File: src/hw/rtl/sld_pkg.sv
// ----------------------------------------------------------------------------
// Serial link receive decoder package
// Link modes, telnet codes, option codes and the break bit position.
// ----------------------------------------------------------------------------
package sld_pkg;

  localparam logic [1:0] MODE_TRANSPARENT = 2'd0;
  localparam logic [1:0] MODE_ESCAPE      = 2'd1;
  localparam logic [1:0] MODE_TELNET      = 2'd2;

  localparam logic [7:0] IAC_CODE  = 8'hFF;
  localparam logic [7:0] GA_CODE   = 8'd249;
  localparam logic [7:0] VERB_SB   = 8'd250;
  localparam logic [7:0] VERB_WILL = 8'd251;
  localparam logic [7:0] VERB_WONT = 8'd252;
  localparam logic [7:0] VERB_DO   = 8'd253;
  localparam logic [7:0] VERB_DONT = 8'd254;

  localparam logic [7:0] OPT_BINARY = 8'd0;
  localparam logic [7:0] OPT_ECHO   = 8'd1;
  localparam logic [7:0] OPT_SGA    = 8'd3;

  localparam int unsigned BREAK_BIT = 2;
  localparam int unsigned FLAG_W    = 6;

endpackage

File: src/hw/rtl/serial_link_rx_decoder_unit.sv
// ----------------------------------------------------------------------------
// Serial link receive decoder
// Decodes received link bytes in transparent, escape or telnet mode.
// ----------------------------------------------------------------------------
//  channel | signals                                  | direction
//  rx      | in_valid_i, in_stall_o, rx_byte_i        | in
//  result  | out_valid_o, out_stall_i, result fields  | out
//  config  | cfg_we_i, cfg_wdata_i (link_mode)        | in
//
//  One item per cycle while the result is not stalled; each item passes an
//  input register and then a result register.
//  Reset clears the decode state and flags and sets link_mode to escape.
//  A stalled result holds; the input register still takes one more item,
//  then in_stall_o rises.
// ----------------------------------------------------------------------------
module serial_link_rx_decoder_unit
  import sld_pkg::*;
(
  input  logic              clk_i,
  input  logic              rst_ni,
  input  logic              cfg_we_i,
  input  logic [1:0]        cfg_wdata_i,
  input  logic              in_valid_i,
  output logic              in_stall_o,
  input  logic [7:0]        rx_byte_i,
  output logic              out_valid_o,
  input  logic              out_stall_i,
  output logic              data_valid_o,
  output logic [7:0]        data_byte_o,
  output logic              reply_valid_o,
  output logic [7:0]        reply_verb_o,
  output logic [7:0]        reply_option_o,
  output logic              line_valid_o,
  output logic              cts_level_o,
  output logic              dsr_level_o,
  output logic              break_seen_o,
  output logic [FLAG_W-1:0] option_flags_o
);

  logic [1:0]        mode_q;
  logic              s1_valid_q, s1_valid_d;
  logic [7:0]        s1_byte_q;
  logic              out_valid_q, out_valid_d;
  logic              advance;
  logic              in_accept;

  logic              esc_q, esc_d;
  logic              incmd_q, incmd_d;
  logic              hv_q, hv_d;
  logic [7:0]        verb_q, verb_d;
  logic [FLAG_W-1:0] flags_q, flags_d;

  logic              dv, rv, lv, cts, dsr, brk;
  logic [7:0]        db, rverb, ropt;
  logic              opt_known;
  logic [2:0]        opt_bit;
  logic [7:0]        b;

  logic              dv_q, rv_q, lv_q, cts_q, dsr_q, brk_q;
  logic [7:0]        db_q, rverb_q, ropt_q;

  assign advance    = s1_valid_q && (!out_valid_q || !out_stall_i);
  assign in_stall_o = s1_valid_q && out_valid_q && out_stall_i;
  assign in_accept  = in_valid_i && !in_stall_o;

  assign s1_valid_d  = in_accept ? 1'b1 : (advance ? 1'b0 : s1_valid_q);
  assign out_valid_d = advance ? 1'b1 : (out_stall_i ? out_valid_q : 1'b0);

  assign b         = s1_byte_q;
  assign opt_known = (b == OPT_BINARY) || (b == OPT_ECHO) || (b == OPT_SGA);
  assign opt_bit   = (b == OPT_BINARY) ? 3'b001 : ((b == OPT_ECHO) ? 3'b010 : 3'b100);

  always_comb begin
    dv      = 1'b0;
    db      = '0;
    rv      = 1'b0;
    rverb   = '0;
    ropt    = '0;
    lv      = 1'b0;
    cts     = 1'b0;
    dsr     = 1'b0;
    brk     = 1'b0;
    esc_d   = esc_q;
    incmd_d = incmd_q;
    hv_d    = hv_q;
    verb_d  = verb_q;
    flags_d = flags_q;
    unique case (mode_q)
      MODE_ESCAPE: begin
        if (esc_q) begin
          esc_d = 1'b0;
          if (b == IAC_CODE) begin
            dv = 1'b1;
            db = IAC_CODE;
          end else begin
            lv  = 1'b1;
            cts = b[0];
            dsr = b[1];
            brk = b[BREAK_BIT];
          end
        end else if (b == IAC_CODE) begin
          esc_d = 1'b1;
        end else begin
          dv = 1'b1;
          db = b;
        end
      end
      MODE_TELNET: begin
        if (!incmd_q) begin
          if (b == IAC_CODE) begin
            incmd_d = 1'b1;
          end else begin
            dv = 1'b1;
            db = b;
          end
        end else if (hv_q) begin
          incmd_d = 1'b0;
          hv_d    = 1'b0;
          if (!opt_known) begin
            if (verb_q > VERB_SB) begin
              rv    = 1'b1;
              rverb = VERB_WONT;
              ropt  = b;
            end
          end else begin
            case (verb_q)
              VERB_WILL: flags_d = flags_q | {3'b000, opt_bit};
              VERB_WONT: flags_d = flags_q & ~{3'b000, opt_bit};
              VERB_DO, VERB_DONT: begin
                rv   = 1'b1;
                ropt = b;
                if (b == OPT_BINARY) begin
                  if (verb_q == VERB_DO) begin
                    flags_d = flags_q | {opt_bit, 3'b000};
                    rverb   = VERB_WILL;
                  end else begin
                    flags_d = flags_q & ~{opt_bit, 3'b000};
                    rverb   = VERB_WONT;
                  end
                end else if (b == OPT_ECHO) begin
                  flags_d = flags_q & ~{opt_bit, 3'b000};
                  rverb   = VERB_WONT;
                end else begin
                  flags_d = flags_q | {opt_bit, 3'b000};
                  rverb   = VERB_WILL;
                end
              end
              default: ;
            endcase
          end
        end else if (b == GA_CODE) begin
          incmd_d = 1'b0;
        end else begin
          verb_d = b;
          hv_d   = 1'b1;
          if (flags_q[0] && (b == IAC_CODE)) begin
            incmd_d = 1'b0;
            hv_d    = 1'b0;
            dv      = 1'b1;
            db      = IAC_CODE;
          end
        end
      end
      default: begin
        dv = 1'b1;
        db = b;
      end
    endcase
  end

  always_ff @(posedge clk_i or negedge rst_ni) begin
    if (!rst_ni) begin
      mode_q      <= MODE_ESCAPE;
      s1_valid_q  <= 1'b0;
      out_valid_q <= 1'b0;
      esc_q       <= 1'b0;
      incmd_q     <= 1'b0;
      hv_q        <= 1'b0;
      verb_q      <= '0;
      flags_q     <= '0;
    end else begin
      s1_valid_q  <= s1_valid_d;
      out_valid_q <= out_valid_d;
      if (cfg_we_i) begin
        mode_q <= cfg_wdata_i;
      end
      if (advance) begin
        esc_q   <= esc_d;
        incmd_q <= incmd_d;
        hv_q    <= hv_d;
        verb_q  <= verb_d;
        flags_q <= flags_d;
      end
    end
  end

  always_ff @(posedge clk_i) begin
    if (in_accept) begin
      s1_byte_q <= rx_byte_i;
    end
    if (advance) begin
      dv_q    <= dv;
      db_q    <= db;
      rv_q    <= rv;
      rverb_q <= rverb;
      ropt_q  <= ropt;
      lv_q    <= lv;
      cts_q   <= cts;
      dsr_q   <= dsr;
      brk_q   <= brk;
    end
  end

  assign out_valid_o    = out_valid_q;
  assign data_valid_o   = dv_q;
  assign data_byte_o    = db_q;
  assign reply_valid_o  = rv_q;
  assign reply_verb_o   = rverb_q;
  assign reply_option_o = ropt_q;
  assign line_valid_o   = lv_q;
  assign cts_level_o    = cts_q;
  assign dsr_level_o    = dsr_q;
  assign break_seen_o   = brk_q;
  assign option_flags_o = flags_q;

endmodule

File: config.mk
export PLATFORM = sky130hd
export DESIGN_NAME = serial_link_rx_decoder_unit
export DESIGN_NICKNAME = d
export VERILOG_FILES = /design/src/hw/rtl/sld_pkg.sv /design/src/hw/rtl/serial_link_rx_decoder_unit.sv
export SDC_FILE = /design/constraint.sdc
export NUM_CORES = 1
export LEC_CHECK = 0
export BUFFER_PORTS_ARGS = -buffer_cell sky130_fd_sc_hd__buf_2
export CAP_MARGIN = 15
export CORE_MARGIN = 2
export CORE_UTILIZATION = 30
export CTS_CLUSTER_SIZE = 20
export DETAILED_ROUTE_END_ITERATION = 10
export GPL_TIMING_DRIVEN = 0
export HOLD_SLACK_MARGIN = 0.03
export PLACE_DENSITY = 0.52
export SLEW_MARGIN = 30
export SYNTH_ARGS = -nofsm -noshare
export SYNTH_HDL_FRONTEND = slang
export SYNTH_SLANG_ARGS = --single-unit
File: constraint.sdc
create_clock -name clk_i -period 2.3 [get_ports clk_i]
set_input_delay 0.46 -clock clk_i [delete_from_list [all_inputs] [get_ports clk_i]]
set_output_delay 0.46 -clock clk_i [all_outputs]
set_load 0.01 [all_outputs]
# Word-level counts from Yosys, hierarchy flattened
# Cells that the tools add are included.
# totals
reg_bits,59
in_bits,15
output_inout_bits,38
word_cells,106
# classes
order_cmp,1
eq_ne,11
n_mux,43
n_bitwise,10
n_reduce_logical,23
# op_table
op,count
$mux 8,14
$eq 8x8->1 const B,6
$mux 1,19
$mux 6,3
$pmux 6 s3,1
$pmux 8 s2,1
$and 6x6->6,2
$mux 3,4
$eq 8x1->1 const B,1
$eq 8x2->1 const B,1
$gt 8x8->1 const B,1
$logic_not 8->1,1
$not 3->6,1
$not 6->6,1
$or 6x3->6,1
$or 6x6->6,1
$reduce_and 2->1,3
$reduce_and 3->1,2
$reduce_and 6->1,1
$logic_and 1x1->1,5
$reduce_and 5->1,1
$not 1->1,4
$logic_not 1->1,3
$logic_or 1x1->1,3
other kinds (8),8

# Depth between registers and ports, before layout
# Gate-level depths: netlist of run 1.
# depth
ltp_word,8
mapped_depth,6
ltp_nobuf,6

# Worst setup path before layout of run 1
# No wires, ideal clock.
# synth_path
path_kind,register to register
start,register out_valid_q (netlist: out_valid_o)
end,register verb_q[0]
setup_time_ns,0.125
arrival_ns,2.465
t_required_ns,2.175
setup_slack_ns,-0.290
path_stages_with_launch,5
path_buffers,0
synth_period_minus_slack_ns,2.590
cell_sequence,dfrtp_1 -> a21boi_2 -> nand3_1 -> a211oi_2 -> mux2_2
# synth_between
elab_chain_len,4
# synth_lines
element,line,source
from (decl),serial_link_rx_decoder_unit.sv:43,"logic out_valid_q, out_valid_d;"
from (signal assigned),serial_link_rx_decoder_unit.sv:183,out_valid_q <= out_valid_d;
$logic_not 1->1,serial_link_rx_decoder_unit.sv:62,assign advance = s1_valid_q && (!out_valid_q || !out_stall_i);
$logic_or 1x1->1,serial_link_rx_decoder_unit.sv:62,
$logic_and 1x1->1,serial_link_rx_decoder_unit.sv:62,
via advance,serial_link_rx_decoder_unit.sv:44,logic advance;
$reduce_and 5->1 (no line),--,
to (signal assigned),serial_link_rx_decoder_unit.sv:191,verb_q <= verb_d;
to (decl),serial_link_rx_decoder_unit.sv:50,"logic [7:0] verb_q, verb_d;"
# The timed path passes the listed nets, and every way through them passes these cells.
# A chain may end at the register's enable or synchronous reset.

# Worst setup path after layout of run 1
# layout_path
start,register s1_byte_q[2] (netlist: b[2])
end,register flags_q[2] (netlist: option_flags_o[2])
# layout_between
elab_chain_len,6
word_cells_on_any_way,14
cone_classes,eq/ne (2); mux (5); bitwise (3); reduce/logical (4)
# layout_lines
element,line,source
from (decl),serial_link_rx_decoder_unit.sv:42,logic [7:0] s1_byte_q;
from (signal assigned),serial_link_rx_decoder_unit.sv:199,s1_byte_q <= rx_byte_i;
$eq 8x1->1,"serial_link_rx_decoder_unit.sv:70, serial_link_rx_decoder_unit.sv:71, serial_link_rx_decoder_unit.sv:140",
$mux 3 (2 in series),serial_link_rx_decoder_unit.sv:71,assign opt_bit = (b == OPT_BINARY) ? 3'b001 : ((b == OPT_ECHO) ? 3'b010 : 3'b100);
$not 3->6,serial_link_rx_decoder_unit.sv:128,"VERB_WONT: flags_d = flags_q & ~{3'b000, opt_bit};"
$and 6x6->6,serial_link_rx_decoder_unit.sv:128,
$pmux 6 s3,serial_link_rx_decoder_unit.sv:126,case (verb_q)
to (signal assigned),serial_link_rx_decoder_unit.sv:192,flags_q <= flags_d;
to (decl),serial_link_rx_decoder_unit.sv:51,"logic [FLAG_W-1:0] flags_q, flags_d;"
# Parallel ways exist; a longest one is shown, timed or not.

==> metrics.md, run 1 <==
| Metric | Value |
|---|---|
| Detailed-route DRC error count | 0 |
| Htree depth | 2 |
| Final worst-path cycle share | 93.9% |
| Top FF cell, synth | edfxtp_1 |
| Critical Path Source Type | flop |
| Via Count | 1689 |
| Share of cells above drive strength 1 | 36.4% |
| WP data required | 2.49 ns |
| Cells after synthesis | 194 |
| Pre-CTS setup slack | -0.510 ns |
| Clk_lat worst skew | 0.30 ns |
| Core Util, Final | 39.0% |
| Overall power | 0.00196 W |
| Worst-case clock buffer depth | 2 |
| CP max-delay cell | or4_4 |
| DR iter-0 viols | 82 |
| Tmin final | 2.16 ns |
| Worst hold slack | 0.116 ns |
| Fmax | 463 MHz |
| Final hold viol count | 0 |
| Final setup viols | 0 |
| CTS buffer count | 5 |
| CTS root buf | clkbuf_8 |
| Yosys warns | 0 |
| Final Skew | 0.00609 ns |
| Fraction of registers with async set/reset | 39.6% |
| Run status | completed |
| Worst R2R Start | b[2] |
| Worst-path cell chain | or4_4, nor4_4, buf_4, buf_12, nand4b_1, mux2_1 |
| Post-synth EDFFs | 32 |
| Mapped Avg Cell Area | 12.5 sq um |
| Commonest non-fill, non-tap cell in the layout | buf_2 |
| Reg2reg end | option_flags_o[2] |
| Worst Path Arrival | 2.35 ns |
| Ant diodes | 0 |
| Leakage | 1.34 nW |
| RSZ-0062 raised after global routing | false |
| Finished Cell Area | 3030 sq um |
| Fin worst setup slack | 0.140 ns |
| Detailed-route wire length per cell | 13.8 um |
| Most frequent cells in the layout | 53 x buf_2, 32 x edfxtp_1, 20 x dfrtp_1 |
| Synth unique cells | 46 |
| CTS tree | done |
| Overall die height | 94.0 um |
| Initial Util | 31.2% |
| Antenna Nets Post-Route | 0 |
| I/O Buffers | 52 |
| Largest net degree at the start of global routing | 22 |
| Area delta synth->final | 24.7% |
| Final Max Slew Viols | 0 |
| DR pass1 iterations | 4 |
| Slew HR | 45.2% |
| Vias in the first global route | 1673 |
| Syn Std Cell Area | 2430 sq um |
| Slew @ Worst Pin | 0.818 ns |
| Fin nets | 278 |
| Initial antenna violation count | 0 |
| Crit path kind | flop to flop |
| Die area | 8830 sq um |
| IO Pins | 53 |
| CORE AREA | 7770 sq um |
| HP Class | primary input to asynchronous set/reset pin |
| R2R depth | 6 |
| VDD IR-drop max | 0.000279 V |
| Overflow after GRT | 0 |
| Die Wd | 94.0 um |
| Via/cell ratio | 4.65 |
| Total track usage | 12.3% |
| CP peak stage delay | 0.59 ns |
| Number of synthesized register bits | 53 |
| Global-route wire length before repair | 8.33 mm |
| Sequential fraction of the synthesis area | 61.3% |
| Worst-path fanout max | 7 |
| Row cnt | 32 |
| DP HPWL | 3.43 mm |
| Clock sink count | 53 |
| Reg2Reg Setup Slack | 0.14 ns |
| MaxCap Viol Count | 0 |
| Final WL | 5.01 mm |
| CP Capture Type | flop |
| Syn nets | 212 |
| Worst-path clk slew | 0.09 ns |
| Post-DP Area | 2820 sq um |
| Pwr/cell area | 648 nW/um^2 |
| Gpl congestion | 0.755 |
-- per-stage QoR --
| step | instances | setup TNS [ns] |
|---|---|---|
| final | 363 | 0 |
| after global routing | 363 | 0 |
| after CTS | 359 | 0 |
| after detailed placement | 348 | -5.52 |
| after global placement | 348 | -5.39 |
| after floorplan | 194 | 0 |
-- cell usage after synthesis, types with 3 or more instances --
cell | n | share of area, %
dfrtp_1 | 20 | 21
o21ai_0 | 9 | 1.9
nand2_1 | 6 | 0.93
nor3_1 | 5 | 1.0
mux2i_1 | 3 | 1.2
and3_1 | 3 | 0.77
nand4_1 | 6 | 1.5
and2_1 | 6 | 1.5
o31a_1 | 3 | 1.1
edfxtp_1 | 32 | 40
mux2_2 | 12 | 5.6
nor2_1 | 14 | 2.2
o21a_1 | 3 | 0.93
a21o_1 | 4 | 1.2
a21oi_1 | 4 | 0.82
ha_1 | 3 | 1.5
buf_4 | 6 | 1.9
inv_1 | 16 | 2.5
nand3_1 | 7 | 1.4
-- logic make-up after synthesis --
family          share of synthesized area, %
fa+ha+maj                               1.55
xor+xnor                               0.361
mux                                     7.27
flops                                   61.3
simple gates                            15.1
buf+inv                                 4.69
compound gates                          9.74
-- cell type report --
type	instances	area, sq um
multi-input combinational	118	871
buffer	7	50.0
timing repair buffer	59	325
tap	102	128
clock buffer	6	72.6
clock inverter	2	33.8
inverter	16	60.1
sequential	53	1490
fill	790	4740
-- worst max-delay path, delay by kind of cell, from the launching register on --
family / cells / cell delay (ns)
AND/OR/NAND/NOR: 3 / 0.91
flip-flops: 1 / 0.52
multiplexers: 1 / 0.33
buffers and inverters: 2 / 0.30
-- where the power goes --
part	total, W	switching, W	internal [W]
logic	0.000223	0.000124	0.0000984
clock network	0.000612	0.000290	0.000322
registers	0.00113	0.0000452	0.00108
total	0.00196	0.000460	0.00150
-- state kept, by name (all words and copies together) (netlist names), 2 cells and up --
signal / count
b: 8
data_byte_o: 8
mode_q: 2
option_flags_o: 6
reply_option_o: 8
reply_verb_o: 3
verb_q: 8
-- timing repair --
action                                  in CTS  in global routing
resized for setup                            3                  0
buffers inserted                             2                  5
gates cloned                                 1                  0
hold buffers                                 0                  0
pin swaps                                    2                  1
endpoints found under the setup margin      15                 12
-- layer usage --
layer,wire (um),global-route usage (%),part of all wire [%],vias up
met3,264,1.93,5.3,5
met4,62,5.43,1.2,0
met1,2400,16.7,48,793
li1,-,-,-,841
met5,0,0,0,-
met2,2280,19.5,46,50
-- how the worst max path moves through the flow --
stage | from | end | slack, ns | cells after the start
2_1_floorplan | out_valid_o | verb_q[0] | 0.04 | 4
3_3_place_gp | out_stall_i | verb_q[4] | -0.49 | 5
3_5_place_dp | out_stall_i | verb_q[0] | -0.51 | 5
4_1_cts | out_valid_o | verb_q[2] | 0.006 | 4
5_1_grt | b[2] | option_flags_o[2] | 0.03 | 6
6_report | b[2] | option_flags_o[2] | 0.14 | 6
Power figures use the tool's default switching activity.
==> run 2: changes to the inputs <==
- CAP_MARGIN: 15 -> 20
- CELL_PAD_IN_SITES_DETAIL_PLACEMENT: unset -> 1
- CELL_PAD_IN_SITES_GLOBAL_PLACEMENT: unset -> 2
- PLACE_DENSITY: 0.52 -> 0.72
==> run 2 against run 1 <==
  * Design area is 0.79% higher
  * Critical path depth is 1 lower
  * Sequential share of layout area is 0.38 points lower
  * Worst hold slack worse by 0.012 ns
  * Core utilization is 0.31 points higher
  * Global-route usage is 0.76 points higher
  * First-iteration DRC count is 40% lower
  * Critical path type unchanged
==> metrics.md, run 2 (synthesis results as in run 1) <==
| Metric | Value |
|---|---|
| Run status | completed |
| MaxCap Viol Count | 0 (unchanged) |
| Fin nets | 280 (+0.72%) |
| HP Class | primary input to asynchronous set/reset pin |
| Htree depth | 2 (unchanged) |
| WP data required | 2.36 ns (-0.13 ns) |
| Final Skew | 0.00692 ns (+0.000834 ns) |
| CP Capture Type | flop |
| Vias in the first global route | 1745 (+4.3%) |
| Total track usage | 13.1% (+0.76 points) |
| Die area | 8830 sq um (unchanged) |
| Post-CTS Hold Fix Bufs | 0 (unchanged) |
| Antenna Nets Post-Route | 0 (unchanged) |
| Fillcell total | 877 (+11%) |
| Overflow after GRT | 0 (unchanged) |
| Global-route wire length before repair | 8.85 mm (+6.3%) |
| DP HPWL | 3.79 mm (+11%) |
| CTS buffer count | 5 (unchanged) |
| Final setup viols | 0 (unchanged) |
| Clk_lat worst skew | 0.31 ns (about the same) |
| Overall die height | 94.0 um (unchanged) |
| Top Family by Delay on Critical Path | simple AND/OR/NAND/NOR gates |
| Worst hold slack | 0.104 ns (-0.0117 ns) |
| DR iter-0 viols | 49 (-40%) |
| VDD IR-drop max | 0.000227 V (-18%) |
| CP peak stage delay | 0.58 ns (about the same) |
| Slew HR | 44.7% (-0.50 points) |
| Worst Path Arrival | 2.25 ns (-0.10 ns) |
| Post-DP Area | 2820 sq um (unchanged) |
| Worst-path fanout max | 8 (+1) |
| Share of cells above drive strength 1 | 38.0% (+1.6 points) |
| Commonest non-fill, non-tap cell in the layout | buf_2 |
| Initial Util | 31.2% (unchanged) |
| Critical path buffer and inverter count | 1 (-1) |
| Slew @ Worst Pin | 0.825 ns (+0.00751 ns) |
| Die Wd | 94.0 um (unchanged) |
| Pre-CTS setup slack | -0.530 ns (-0.0195 ns) |
| Initial antenna violation count | 0 (unchanged) |
| Pwr/cell area | 648 nW/um^2 (about the same) |
| Detailed-route DRC error count | 0 (unchanged) |
| Fin worst setup slack | 0.104 ns (-0.0354 ns) |
| Leakage | 1.35 nW (+0.64%) |
| Most frequent cells in the layout | 53 x buf_2, 32 x edfxtp_1, 20 x dfrtp_1 |
| Worst-path cell chain | or4_4, nor4_4, buf_4, mux2i_4, nor2_1 |
| Clock sink count | 53 (unchanged) |
| CTS root buf | clkbuf_8 |
| Finished Cell Area | 3050 sq um (+0.79%) |
| Worst-case clock buffer depth | 2 (unchanged) |
| DR pass1 iterations | 4 (unchanged) |
| Gpl congestion | 0.726 (-3.8%) |
| Final hold viol count | 0 (unchanged) |
| Tmin final | 2.20 ns (+0.0354 ns) |
| CP max-delay cell | or4_4 |
| Setup_tns | 0 ns (unchanged) |
| Critical Path Source Type | flop |
| Via Count | 1708 (+1.1%) |
| Reg2Reg Setup Slack | 0.10 ns (-0.04 ns) |
| Detailed-route wire length per cell | 14.7 um (+6.7%) |
| Ant diodes | 0 (unchanged) |
| Final worst-path cycle share | 95.5% (+1.5 points) |
| Largest net degree at the start of global routing | 22 (unchanged) |
| CTS tree | done |
| Area delta synth->final | 25.7% |
| Row cnt | 32 (unchanged) |
| Worst-path clk slew | 0.10 ns (about the same) |
| Via/cell ratio | 4.68 (+0.57%) |
| Final Max Slew Viols | 0 (unchanged) |
| Fmax | 455 MHz (-1.6%) |
| Crit path kind | flop to flop |
| Final WL | 5.37 mm (+7.3%) |
| I/O Buffers | 52 (unchanged) |
| IO Pins | 53 (unchanged) |
| CORE AREA | 7770 sq um (unchanged) |
[run 2: changes by cell type in the layout (fill, tap and decap cells not counted)]
cell	previous run	this run
clkbuf_1	1	0
clkinvlp_4	0	1
nor2_1	14	12
nor2_2	0	2
buf_4	12	14
[run 2: final cells by class]
cell class / instances / area, sq um / share of cell area (%)
well taps: 102 / 128 / 4.18
repair buffers: 61 / 340 / 11.2
multi-input cells: 118 / 876 / 28.7
plain buffers: 7 / 50.0 / 1.64
inverters: 16 / 60.1 / 1.97
flip-flops and latches: 53 / 1490 / 48.7
clock buffers: 5 / 68.8 / 2.26
clock inverters: 3 / 41.3 / 1.35
[run 2: what timing repair did]
action | 4_1_cts | 5_1_grt
setup buffers | 2 | 7
endpoints found under the setup margin | 17 | 17
endpoints found under the hold margin | 0 | 0
pin swaps | 2 | 2
cloned | 1 | 0
resized for setup | 4 | 2
[run 2: per-stage QoR]
step | utilization, % | cells | total power [W]
floorplan | - | 194 | 0.00126
global placement | 36.3 | 348 | 0.00136
detailed placement | 36.3 | 348 | 0.00136
CTS | 38.4 | 359 | 0.00200
global route | 39.3 | 365 | 0.00208
finish | 39.3 | 365 | 0.00198
[run 2: routing by layer]
layer  global-route usage (%)  vias to the layer above  part of all wire [%]
met5                        0                        -                     0
met4                     3.99                        0                   1.4
met3                     2.81                        5                   4.5
met2                     21.1                       40                    46
met1                     17.6                      818                    48
li1                         -                      845                     -
[run 2: where the power goes]
| group | total, W | switching (W) | internal, W |
|---|---|---|---|
| logic | 0.000228 | 0.000128 | 0.000100 |
| clock network | 0.000623 | 0.000303 | 0.000321 |
| registers | 0.00113 | 0.0000461 | 0.00108 |
[run 2: worst paths after layout]
check | start | to | depth (start not counted)
min in group clk_i | rx_byte_i[6] | b[6] | 1
max in group asynchronous | rst_ni | mode_q[0] | 1
max | b[2] | reply_option_o[0] | 5
max reg2reg | b[2] | reply_option_o[0] | 5
min | rst_ni | mode_q[1] | 1
min reg2reg | option_flags_o[5] | option_flags_o[5] | 1
==> run 3: changes to the inputs <==
- CORE_ASPECT_RATIO: unset -> 1.1
==> run 3 against run 2 <==
  * Non-clock buffer count is the same
  * Worst setup slack gained 0.047 ns
  * Global-route usage shrank 0.33 points
  * Power grew 1.1%
  * Clock power grew 3.4%
  * First-iteration DRC count grew 45%
  * Cell count grew 1.6%
  * Critical path depth is the same
  * Sequential power is essentially flat
  * Sequential cell count is the same
==> metrics.md, run 3 (synthesis results as in run 1) <==
| Metric | Value |
|---|---|
| Run status | completed |
| Overflow after GRT | 0 (unchanged) |
| Met3 wire len | 261 um (+9.2%) |
| Detailed-route DRC error count | 0 (unchanged) |
| Initial antenna violation count | 0 (unchanged) |
| CP max-delay cell | or4_4 |
| Worst setup path end | reply_option_o[3] |
| Worst-path fanout max | 8 (unchanged) |
| VDD IR-drop max | 0.000249 V (+9.7%) |
| Final hold viol count | 0 (unchanged) |
| Reg2Reg Setup Slack | 0.15 ns (+0.05 ns) |
| Post-CTS Hold Fix Bufs | 0 (unchanged) |
| Clk_lat worst skew | 0.30 ns (about the same) |
| CTS buffer count | 5 (unchanged) |
| Worst Path Arrival | 2.21 ns (-0.04 ns) |
| Final Skew | 0.00402 ns (-0.00290 ns) |
| Clock sink count | 53 (unchanged) |
| Fin nets | 280 (unchanged) |
| Storage cell area | 1490 sq um (unchanged) |
| HP Class | primary input to asynchronous set/reset pin |
| CTS tree | done |
| Finished Cell Area | 3050 sq um (-0.12%) |
| Worst-path clk slew | 0.09 ns (about the same) |
| Tmin final | 2.15 ns (-0.0475 ns) |
| Worst hold slack | 0.104 ns (-0.000249 ns) |
| Pre-CTS setup slack | -0.519 ns (+0.0106 ns) |
| Fin worst setup slack | 0.152 ns (+0.0475 ns) |
| CP Capture Type | flop |
| Gpl congestion | 0.731 (+0.63%) |
| Via/cell ratio | 4.70 (+0.51%) |
| Pwr/cell area | 656 nW/um^2 (+1.2%) |
| Total track usage | 12.8% (-0.33 points) |
| Overall die height | 98.3 um (+4.7%) |
| Met2 WL | 2.50 mm (+2.0%) |
| Final setup viols | 0 (unchanged) |
| WP data required | 2.36 ns (about the same) |
| Global-route wire length before repair | 8.72 mm (-1.5%) |
| MaxCap Viol Count | 0 (unchanged) |
| Row cnt | 34 (+6.3%) |
| Worst-case clock buffer depth | 2 (unchanged) |
| WL met1 | 2.52 mm (-3.0%) |
| Share of cells above drive strength 1 | 37.3% (-0.76 points) |
| Final Max Slew Viols | 0 (unchanged) |
| Detailed-route wire length per cell | 14.6 um (-0.83%) |
| Slew HR | 47.9% (+3.3 points) |
| Critical Path Source Type | flop |
| Fillcell total | 891 (+1.6%) |
| IO Pins | 53 (unchanged) |
| Ant diodes | 0 (unchanged) |
| RSZ-0062 raised after global routing | false |
| CORE AREA | 7870 sq um (+1.3%) |
| Die area | 8830 sq um (about the same) |
| R2R depth | 5 (unchanged) |
| Crit path kind | flop to flop |
| Overall power | 0.00200 W (+1.1%) |
| Area delta synth->final | 25.6% |
| Post-DP Area | 2830 sq um (+0.27%) |
| Vias in the first global route | 1730 (-0.86%) |
| Commonest non-fill, non-tap cell in the layout | buf_2 |
| Fmax | 466 MHz (+2.2%) |
| Reg2reg end | reply_option_o[3] |
| Initial Util | 30.8% (-0.41 points) |
| I/O Buffers | 52 (unchanged) |
| CTS root buf | clkbuf_8 |
| Final worst-path cycle share | 93.4% (-2.1 points) |
| Crit path launch | b[2] |
| Worst-path cell chain | or4_4, nor4_4, buf_4, mux2i_4, nor2_1 |
| Die Wd | 89.8 um (-4.5%) |
| Leakage | 1.35 nW (+0.36%) |
| DP HPWL | 3.75 mm (-1.2%) |
| CP peak stage delay | 0.57 ns (about the same) |
| Antenna Nets Post-Route | 0 (unchanged) |
| Non-Filler Instances | 371 (+1.6%) |
| Htree depth | 2 (unchanged) |
| DR pass1 iterations | 4 (unchanged) |
| Via Count | 1745 (+2.2%) |
| Slew @ Worst Pin | 0.776 ns (-0.0489 ns) |
| Largest net degree at the start of global routing | 22 (unchanged) |
| Top Layer Used | met4 |
| Final WL | 5.41 mm (+0.80%) |
| Most frequent cells in the layout | 53 x buf_2, 32 x edfxtp_1, 20 x dfrtp_1 |
| Inst Count DP | 354 (+1.7%) |
| Area occupied by multi-input gates | 871 sq um (-0.57%) |
| Worst R2R Start | b[2] |
| DR iter-0 viols | 71 (+45%) |
[run 3: stage by stage]
stage	setup TNS (ns)	utilization, %
CTS	0	38.1
global route	0	38.7
floorplan	0	-
detailed placement	-6.30	36.0
global placement	-6.05	36.0
finish	0	38.7
[run 3: per-layer routing]
layer | up-vias | global-route usage, %
met2 | 46 | 21.0
met5 | - | 0
met4 | 0 | 5.68
li1 | 841 | -
met3 | 10 | 3.24
met1 | 848 | 16.0
[run 3: timing repair]
action | in CTS | in global routing
gates cloned | 1 | 0
resized for setup | 4 | 0
buffers inserted | 2 | 7
pin swaps | 3 | 2
setup endpoints to repair | 17 | 16
[run 3: how the worst min path moves through the flow]
stage | from | to | slack, ns
final | rst_ni | mode_q[1] | 0.10
after global routing | rst_ni | incmd_q | 0.13
after CTS | rst_ni | mode_q[1] | 0.11
after detailed placement | rst_ni | mode_q[1] | 0.45
after global placement | rst_ni | mode_q[1] | 0.45
after floorplan | rst_ni | esc_q | 0.16
[run 3: cell type report]
class,count,area share (%)
Clock buffer,7,2.83
Timing Repair Buffer,61,10.8
Buffer,7,1.64
Multi-Input combinational cell,118,28.6
Sequential cell,53,48.8
Tap cell,108,4.43
Clock inverter,1,0.985
Inverter,16,1.97
[run 3: critical path: cells and delay by family (launching register included)]
family	cells	cell delay, ns
simple gates	3	0.86
buf+inv	1	0.19
flops	1	0.52
mux	1	0.34
[run 3: report_power, final]
part           total [W]  internal [W]  switching, W  leakage (nW)
registers        0.00113       0.00108     0.0000459         0.591
logic           0.000229      0.000100      0.000129         0.701
clock network   0.000644      0.000355      0.000289        0.0585
total            0.00200       0.00154      0.000463          1.35
